`src/amx_pkg.sv`:
```
// ----------------------------------------------------------------------------
// amx_pkg
// Shared constants, opcodes, status codes and helpers for the accumulator
// machine execute block.
// ----------------------------------------------------------------------------
`default_nettype none

package amx_pkg;

  localparam int DATA_WORDS = 16;
  localparam int DATA_BASE  = 2368;
  localparam int WORD_BITS  = 16;

  localparam int IDX_BITS = (DATA_WORDS > 1) ? $clog2(DATA_WORDS) : 1;
  localparam int CNT_BITS = $clog2(WORD_BITS);

  typedef logic [WORD_BITS-1:0] word_t;
  typedef logic [IDX_BITS-1:0]  idx_t;

  localparam logic [3:0] OP_LOAD  = 4'd1;
  localparam logic [3:0] OP_STORE = 4'd2;
  localparam logic [3:0] OP_IN    = 4'd3;
  localparam logic [3:0] OP_ADD   = 4'd5;
  localparam logic [3:0] OP_SUB   = 4'd6;
  localparam logic [3:0] OP_OUT   = 4'd7;
  localparam logic [3:0] OP_MUL   = 4'd8;
  localparam logic [3:0] OP_DIV   = 4'd9;

  localparam logic [1:0] ST_OK    = 2'd0;
  localparam logic [1:0] ST_RANGE = 2'd1;
  localparam logic [1:0] ST_DIVZ  = 2'd2;

  function automatic logic is_mem_op(input logic [3:0] op);
    return (op == OP_LOAD) || (op == OP_STORE) || (op == OP_ADD) ||
           (op == OP_SUB) || (op == OP_MUL) || (op == OP_DIV);
  endfunction

  function automatic logic [15:0] word_to_out(input word_t w);
    logic [63:0] t;
    t = 64'(w);
    return t[15:0];
  endfunction

  function automatic word_t io_to_word(input logic signed [15:0] v);
    logic signed [63:0] t;
    t = 64'(v);
    return t[WORD_BITS-1:0];
  endfunction

  function automatic word_t mag(input word_t w);
    return w[WORD_BITS-1] ? word_t'(-w) : w;
  endfunction

endpackage

`default_nettype wire

```
`src/amx_div.sv`:
```
// ----------------------------------------------------------------------------
// amx_div
// Restoring unsigned divider, one quotient bit per cycle.
// ----------------------------------------------------------------------------
`default_nettype none

module amx_div (
  input  wire logic           clk,
  input  wire logic           rst,
  input  wire logic           start,
  input  wire amx_pkg::word_t dividend,
  input  wire amx_pkg::word_t divisor,
  output logic                done,
  output amx_pkg::word_t      quotient
);

  amx_pkg::word_t                rem;
  amx_pkg::word_t                dvs;
  logic [amx_pkg::CNT_BITS-1:0]  cnt;
  logic                          busy;
  logic [amx_pkg::WORD_BITS:0]   shifted;
  logic [amx_pkg::WORD_BITS:0]   diff;
  logic                          ge;

  assign shifted = {rem, quotient[amx_pkg::WORD_BITS-1]};
  assign ge      = shifted >= {1'b0, dvs};
  assign diff    = shifted - {1'b0, dvs};

  always_ff @(posedge clk) begin
    if (rst) begin
      busy <= 1'b0;
      done <= 1'b0;
      cnt  <= '0;
    end else begin
      done <= 1'b0;
      if (start) begin
        busy     <= 1'b1;
        cnt      <= '0;
        rem      <= '0;
        dvs      <= divisor;
        quotient <= dividend;
      end else if (busy) begin
        rem      <= ge ? diff[amx_pkg::WORD_BITS-1:0] : shifted[amx_pkg::WORD_BITS-1:0];
        quotient <= {quotient[amx_pkg::WORD_BITS-2:0], ge};
        cnt      <= cnt + 1'b1;
        if (cnt == amx_pkg::CNT_BITS'(amx_pkg::WORD_BITS - 1)) begin
          busy <= 1'b0;
          done <= 1'b1;
        end
      end
    end
  end

endmodule

`default_nettype wire

```
`src/accumulator_machine_execute.sv`:
```
// ----------------------------------------------------------------------------
// accumulator_machine_execute
// Executes one accumulator-machine instruction per input word.
// ----------------------------------------------------------------------------
// Input channel (in_valid/in_ready) carries opcode, address and io_data;
// output channel (out_valid/out_ready) carries accumulator, io_write,
// io_device and status, one word per instruction, in order.
// Data memory is a synchronous RAM of DATA_WORDS words with a registered read,
// issued as the instruction is taken; per-word valid bits make it read as
// zero until written.
// From accept to result valid an instruction passes S_EXEC and S_FIN; a multiply
// in the window adds S_MUL, and a divide with a nonzero divisor in the window
// waits in S_DIV for the bit-serial divider. A new instruction is taken only in
// S_IDLE, once the last one has finished; one instruction is in flight at a time.
// The output register decouples the sides: a new instruction is taken while
// a result waits; a stalled receiver holds the result and, once the next
// instruction finishes, stalls the input.
// Reset clears the accumulator, the memory valid bits and both channels.
// ----------------------------------------------------------------------------
`default_nettype none

module accumulator_machine_execute (
  input  wire logic               clk,
  input  wire logic               rst,
  input  wire logic               in_valid,
  output logic                    in_ready,
  input  wire logic [3:0]         opcode,
  input  wire logic [11:0]        address,
  input  wire logic signed [15:0] io_data,
  output logic                    out_valid,
  input  wire logic               out_ready,
  output logic signed [15:0]      accumulator,
  output logic                    io_write,
  output logic [11:0]             io_device,
  output logic [1:0]              status
);

  typedef enum logic [2:0] {S_IDLE, S_EXEC, S_MUL, S_DIV, S_FIN} state_t;

  state_t                state;
  amx_pkg::word_t        acc;
  amx_pkg::word_t        prod;
  logic [3:0]            op_q;
  logic [11:0]           addr_q;
  logic signed [15:0]    io_q;
  amx_pkg::idx_t         idx_q;
  logic                  in_win_q;
  logic                  div_neg;
  logic                  res_wr;
  logic [11:0]           res_dev;
  logic [1:0]            res_st;

  amx_pkg::word_t        mem [amx_pkg::DATA_WORDS];
  logic [amx_pkg::DATA_WORDS-1:0] vld;
  amx_pkg::word_t        rd_word;
  logic                  rd_vld;
  amx_pkg::word_t        mword;

  logic [12:0]           off;
  logic                  in_win;
  logic                  take;
  logic                  mem_we;
  logic                  div_start;
  logic                  div_done;
  amx_pkg::word_t        div_q;

  assign in_ready = (state == S_IDLE);
  assign take     = in_valid && in_ready;
  assign off      = {1'b0, address} - 13'(amx_pkg::DATA_BASE);
  assign in_win   = !off[12] && (off < 13'(amx_pkg::DATA_WORDS));
  assign mword    = rd_vld ? rd_word : '0;
  assign mem_we   = (state == S_EXEC) && (op_q == amx_pkg::OP_STORE) && in_win_q;
  assign div_start = (state == S_EXEC) && (op_q == amx_pkg::OP_DIV) && in_win_q &&
                     (mword != '0);

  // data memory
  always_ff @(posedge clk) begin
    if (mem_we) begin
      mem[idx_q] <= acc;
    end
    if (take && in_win) begin
      rd_word <= mem[off[amx_pkg::IDX_BITS-1:0]];
    end
  end

  always_ff @(posedge clk) begin
    if (rst) begin
      vld    <= '0;
      rd_vld <= 1'b0;
    end else begin
      if (mem_we) begin
        vld[idx_q] <= 1'b1;
      end
      if (take) begin
        rd_vld <= in_win && vld[off[amx_pkg::IDX_BITS-1:0]];
      end
    end
  end

  amx_div u_div (
    .clk      (clk),
    .rst      (rst),
    .start    (div_start),
    .dividend (amx_pkg::mag(acc)),
    .divisor  (amx_pkg::mag(mword)),
    .done     (div_done),
    .quotient (div_q)
  );

  always_ff @(posedge clk) begin
    if (rst) begin
      state     <= S_IDLE;
      acc       <= '0;
      out_valid <= 1'b0;
    end else begin
      if (out_valid && out_ready && (state != S_FIN)) begin
        out_valid <= 1'b0;
      end
      unique case (state)
        S_IDLE: begin
          if (take) begin
            op_q     <= opcode;
            addr_q   <= address;
            io_q     <= io_data;
            idx_q    <= off[amx_pkg::IDX_BITS-1:0];
            in_win_q <= in_win;
            state    <= S_EXEC;
          end
        end
        S_EXEC: begin
          res_wr  <= (op_q == amx_pkg::OP_OUT);
          res_dev <= (op_q == amx_pkg::OP_OUT) ? addr_q : '0;
          priority if (amx_pkg::is_mem_op(op_q) && !in_win_q) begin
            res_st <= amx_pkg::ST_RANGE;
          end else if ((op_q == amx_pkg::OP_DIV) && (mword == '0)) begin
            res_st <= amx_pkg::ST_DIVZ;
          end else begin
            res_st <= amx_pkg::ST_OK;
          end
          priority if (div_start) begin
            state <= S_DIV;
          end else if ((op_q == amx_pkg::OP_MUL) && in_win_q) begin
            state <= S_MUL;
          end else begin
            state <= S_FIN;
          end
          if (amx_pkg::is_mem_op(op_q) && in_win_q) begin
            priority case (op_q)
              amx_pkg::OP_LOAD: acc <= mword;
              amx_pkg::OP_ADD:  acc <= acc + mword;
              amx_pkg::OP_SUB:  acc <= acc - mword;
              amx_pkg::OP_MUL:  prod <= acc * mword;
              amx_pkg::OP_DIV: begin
                div_neg <= acc[amx_pkg::WORD_BITS-1] ^ mword[amx_pkg::WORD_BITS-1];
              end
              default: ;
            endcase
          end else if (op_q == amx_pkg::OP_IN) begin
            acc <= amx_pkg::io_to_word(io_q);
          end
        end
        S_MUL: begin
          acc   <= prod;
          state <= S_FIN;
        end
        S_DIV: begin
          if (div_done) begin
            acc   <= div_neg ? amx_pkg::word_t'(-div_q) : div_q;
            state <= S_FIN;
          end
        end
        S_FIN: begin
          if (!out_valid || out_ready) begin
            accumulator <= amx_pkg::word_to_out(acc);
            io_write    <= res_wr;
            io_device   <= res_dev;
            status      <= res_st;
            out_valid   <= 1'b1;
            state       <= S_IDLE;
          end
        end
        default: state <= S_IDLE;
      endcase
    end
  end

  a_div_done_in_div: assert property (@(posedge clk) disable iff (rst)
    div_done |-> state == S_DIV)
    else $error("divider finished outside divide state");

  a_take_to_exec: assert property (@(posedge clk) disable iff (rst)
    take |=> state == S_EXEC)
    else $error("accepted word did not move to execute");

  a_write_in_window: assert property (@(posedge clk) disable iff (rst)
    mem_we |-> in_win_q)
    else $error("memory write outside data window");

  a_io_write_ok: assert property (@(posedge clk) disable iff (rst)
    out_valid && io_write |-> status == amx_pkg::ST_OK)
    else $error("device write reported with error status");

  a_fin_loads_output: assert property (@(posedge clk) disable iff (rst)
    state == S_FIN && (!out_valid || out_ready) |=> out_valid && state == S_IDLE)
    else $error("finished result not loaded into output register");

endmodule

`default_nettype wire
```
`config.mk`:
```
export PLATFORM = sky130hd
export DESIGN_NAME = accumulator_machine_execute
export DESIGN_NICKNAME = d
export VERILOG_FILES = /design/src/amx_pkg.sv /design/src/amx_div.sv /design/src/accumulator_machine_execute.sv
export SDC_FILE = /design/constraint.sdc
export NUM_CORES = 1
export LEC_CHECK = 0
export BUFFER_PORTS_ARGS = -buffer_cell sky130_fd_sc_hd__buf_2
export CORE_ASPECT_RATIO = 0.7
export CORE_MARGIN = 3
export CORE_UTILIZATION = 49
export DETAILED_ROUTE_END_ITERATION = 8
export GPL_ROUTABILITY_DRIVEN = 0
export PLACE_DENSITY = 0.63
export SYNTH_ARGS = -nofsm -noshare
export SYNTH_HDL_FRONTEND = slang
export SYNTH_SLANG_ARGS = --single-unit
export TNS_END_PERCENT = 50
```
`constraint.sdc`:
```
create_clock -name clk -period 16.23 [get_ports clk]
set_clock_uncertainty 0.1 [all_clocks]
set_input_delay 3.246 -clock clk [delete_from_list [all_inputs] [get_ports clk]]
set_output_delay 3.246 -clock clk [all_outputs]
set_load 0.1 [all_outputs]
```
==> flow_summary.json <==
{
  "grt_antenna_before_repair": 2,
  "yosys-top-cells-area": "sky130_fd_sc_hd__edfxtp_1 51%, sky130_fd_sc_hd__mux4_2 7.8%, sky130_fd_sc_hd__fa_1 6.7%",
  "cts.reportedPaths.clkPinSlew_ns": 0.07,
  "grt_total_usage_pct": 24.5,
  "grt_first_pass_wirelength_um": 96500,
  "power.density_nw_per_um2": 92.7,
  "grt_overflow": 0,
  "yosysMostFrequentCell": "sky130_fd_sc_hd__edfxtp_1",
  "num-nets-final": 2128,
  "kind_of_critical_path": "reg2reg",
  "design_area_um2": 27200,
  "drt-initial-drc-count": 1652,
  "clkLatencyLatePin_ns": 0.59,
  "post_synth_instance_area_um2": 24500,
  "final-max-slew-violation-count": 0,
  "top_cell_type_by_total_area_after_synthesis": "sky130_fd_sc_hd__edfxtp_1",
  "core.rowCount": 67,
  "timing.final.crit_period_ns": 6.62,
  "crit_fanout": 80,
  "numClockSinks": 459,
  "edff_count_synth": 416,
  "maxCapViolations": 0,
  "cts.repair.resized": 0,
  "finalPower_uw": 2520,
  "share_of_synthesized_registers_carrying_an_async_set_or_reset_pct": 0,
  "synth_cells": 1878,
  "die_outline_area_um2": 52700,
  "critPathCaptureType": "register",
  "num_vias": 15600,
  "grt_setup_unrepaired": "no",
  "tritoncts_clock_tree": "yes",
  "holdBufCountCts": 0,
  "cts_buffers": 45,
  "synth-seq-cells": 459,
  "dr.pass1.iters": 6,
  "postRouteAntennaNets": 0,
  "share_of_the_clock_period_used_by_the_worst_path_after_layout_pct": 40.8,
  "final_setup_violation_count": 0,
  "clockBufferDepth": 3,
  "run_status": "completed",
  "area_delta_synth_final_pct": 11.0,
  "port-buffer-count": 68,
  "grt_pass1_vias": 15300,
  "library_cell_used_as_clock_root_buffer": "sky130_fd_sc_hd__clkbuf_16",
  "route.detailed.vias_per_inst": 5.98,
  "critical_path_start_type": "register",
  "routed_wire_length_per_instance_um": 24.4,
  "initial_core_util_pct": 50.4,
  "placement_stage_cell_area_um2": 25600,
  "grt_max_degree": 81,
  "worst_slew_margin_rel_pct": 26.8,
  "worstPathRequired_ns": 16.41,
  "final_routed_drc_violation_total": 0,
  "ys_types": 68,
  "totalWireLength_um": 63800,
  "chipWidth_um": 273,
  "synth.yosys.seq_area_share_pct": 54.5,
  "core-area_um2": 48600,
  "htree_levels": 2,
  "signal_arrival_time_at_the_worst_endpoint_ns": 6.79,
  "synthFlopType": "sky130_fd_sc_hd__edfxtp_1",
  "fin_setup_tns_ns": 0,
  "num_io_pins": 69,
  "syn_area_per_cell_um2": 13.0,
  "n_antenna_cell": 0,
  "fmaxAchievable_mhz": 151,
  "post-dp-hpwl_um": 41700,
  "die-height_um": 193,
  "ys.warnings.count": 0,
  "layout-drive-gt1-share_pct": 15.6,
  "hold_path_class": "reg2reg",
  "post_synth_most_frequent_cells": "416 x sky130_fd_sc_hd__edfxtp_1, 151 x sky130_fd_sc_hd__inv_1, 131 x sky130_fd_sc_hd__nand2_1",
  "leakage_power_of_the_design_uw": 0.00999,
  "hold_viol_final": 0,
  "synthesis.nets": 2082,
  "worstMarginPinSlew_ns": 1.10,
  "synthDominantCellAreaShare_pct": 51.0,
  "vdd_drop_max_mv": 0.0741,
  "post_cts.repair.setup_buffers": 0
}
==> power by group <==
part           internal, µW  switching, µW  leakage [µW]  total (µW)
Combinational          43.5           80.5       0.00507         124
Sequential             1290           6.67       0.00418        1300
Clock                   634            466      0.000737        1100
Total                  1970            553       0.00999        2520
==> placed cells by master, fill, tap and decap left out, types with 10 or more instances in the layout <==
| cell type | instances |
|---|---|
| sky130_fd_sc_hd__xor2_1 | 34 |
| sky130_fd_sc_hd__and2_1 | 33 |
| sky130_fd_sc_hd__inv_1 | 151 |
| sky130_fd_sc_hd__o31ai_1 | 15 |
| sky130_fd_sc_hd__or3_1 | 17 |
| sky130_fd_sc_hd__dfxtp_1 | 42 |
| sky130_fd_sc_hd__fa_1 | 82 |
| sky130_fd_sc_hd__edfxtp_1 | 416 |
| sky130_fd_sc_hd__xnor2_1 | 75 |
| sky130_fd_sc_hd__buf_4 | 43 |
| sky130_fd_sc_hd__nor2b_1 | 17 |
| sky130_fd_sc_hd__nand3_1 | 31 |
| sky130_fd_sc_hd__mux4_2 | 85 |
| sky130_fd_sc_hd__and3_1 | 69 |
| sky130_fd_sc_hd__clkbuf_16 | 45 |
| sky130_fd_sc_hd__o21a_1 | 10 |
| sky130_fd_sc_hd__a211oi_1 | 13 |
| sky130_fd_sc_hd__nand2b_1 | 22 |
| sky130_fd_sc_hd__nor3_1 | 35 |
| sky130_fd_sc_hd__nor2_2 | 11 |
| sky130_fd_sc_hd__buf_2 | 67 |
| sky130_fd_sc_hd__o211ai_1 | 13 |
| sky130_fd_sc_hd__nor2_1 | 110 |
| sky130_fd_sc_hd__a21oi_1 | 45 |
| sky130_fd_sc_hd__o21ai_0 | 64 |
| sky130_fd_sc_hd__ha_1 | 86 |
| sky130_fd_sc_hd__mux2i_1 | 18 |
| sky130_fd_sc_hd__nand3b_1 | 13 |
| sky130_fd_sc_hd__nand2_1 | 131 |
==> kinds of logic after synthesis <==
logic type / Yosys count / synth area share (%)
compound gates: 240 / 6.54
mux: 108 / 8.78
fa+ha+maj: 168 / 11.1
flops: 459 / 54.5
xor+xnor: 111 / 4.06
simple gates: 530 / 10.9
buf+inv: 262 / 4.11
==> final cells by class <==
type	instances	area [µm²]
fillers	3987	21400
flip-flops and latches	459	13400
multi-input cells	1157	10200
clock buffers	54	1170
well taps	655	820
repair buffers	110	658
inverters	151	567
clock inverters	29	395
==> path summary, 6_finish.rpt <==
| check | start | end | slack [ns] | cells after the start |
|---|---|---|---|---|
| worst max-delay path | rd_vld | prod[15] | 9.61 | 18 |
| worst min-delay path | res_dev[0] | io_device[0] | 0.32 | 0 |
| worst max register to register | rd_vld | prod[15] | 9.61 | 18 |
| worst min register to register | res_dev[0] | io_device[0] | 0.32 | 0 |
==> worst max-delay path: stages, from the launching register on <==
cell and delay, ns:
sky130_fd_sc_hd__dfxtp_2 0.79, sky130_fd_sc_hd__buf_4 0.68, sky130_fd_sc_hd__and3_1 0.29, sky130_fd_sc_hd__fa_1 0.45, sky130_fd_sc_hd__fa_1 0.49, sky130_fd_sc_hd__ha_1 0.24, sky130_fd_sc_hd__fa_1 0.55, sky130_fd_sc_hd__inv_1 0.06
sky130_fd_sc_hd__fa_1 0.47, sky130_fd_sc_hd__fa_1 0.54, sky130_fd_sc_hd__inv_1 0.04, sky130_fd_sc_hd__ha_1 0.25, sky130_fd_sc_hd__nor3_1 0.19, sky130_fd_sc_hd__o21ai_0 0.13, sky130_fd_sc_hd__a31oi_1 0.30, sky130_fd_sc_hd__nor2b_1 0.08
sky130_fd_sc_hd__o21a_1 0.19, sky130_fd_sc_hd__o41ai_1 0.37, sky130_fd_sc_hd__xnor2_1 0.13
==> sequential cells by signal, summed over array words and instances, names as in the netlist, 2 cells and up <==
name and count:
u_div.rem 16, u_div.dvs 16, state 3, res_dev 12
mem 256, op_q 4, accumulator 16, io_q 16
status 2, rd_word 16, u_div.quotient 16, res_st 2
addr_q 12, acc 16, vld 16, prod 16
u_div.cnt 4, io_device 12
==> stage by stage <==
| step | util, % | hold WS (ns) | setup WS, ns | cells |
|---|---|---|---|---|
| final | 55.9 | 0.318 | 9.61 | 2615 |
| after global routing | 55.9 | 0.323 | 9.25 | 2615 |
| after CTS | 55.9 | 0.320 | 9.65 | 2615 |
| after detailed placement | 52.7 | 0.305 | 9.64 | 2532 |
| after global placement | 52.7 | 0.301 | 9.67 | 2532 |
| after floorplan | - | 0.300 | 9.89 | 1878 |
==> metal layers <==
| metal | track usage [%] | routed length (µm) | part of all wire (%) |
|---|---|---|---|
| met1 | 38.6 | 29500 | 46 |
| met2 | 34.5 | 26300 | 41 |
| met3 | 5.93 | 6830 | 11 |
| met4 | 5.19 | 1100 | 1.7 |
| met5 | 0 | 13 | 0.020 |
Note: power is estimated with default switching activity, not from simulation.
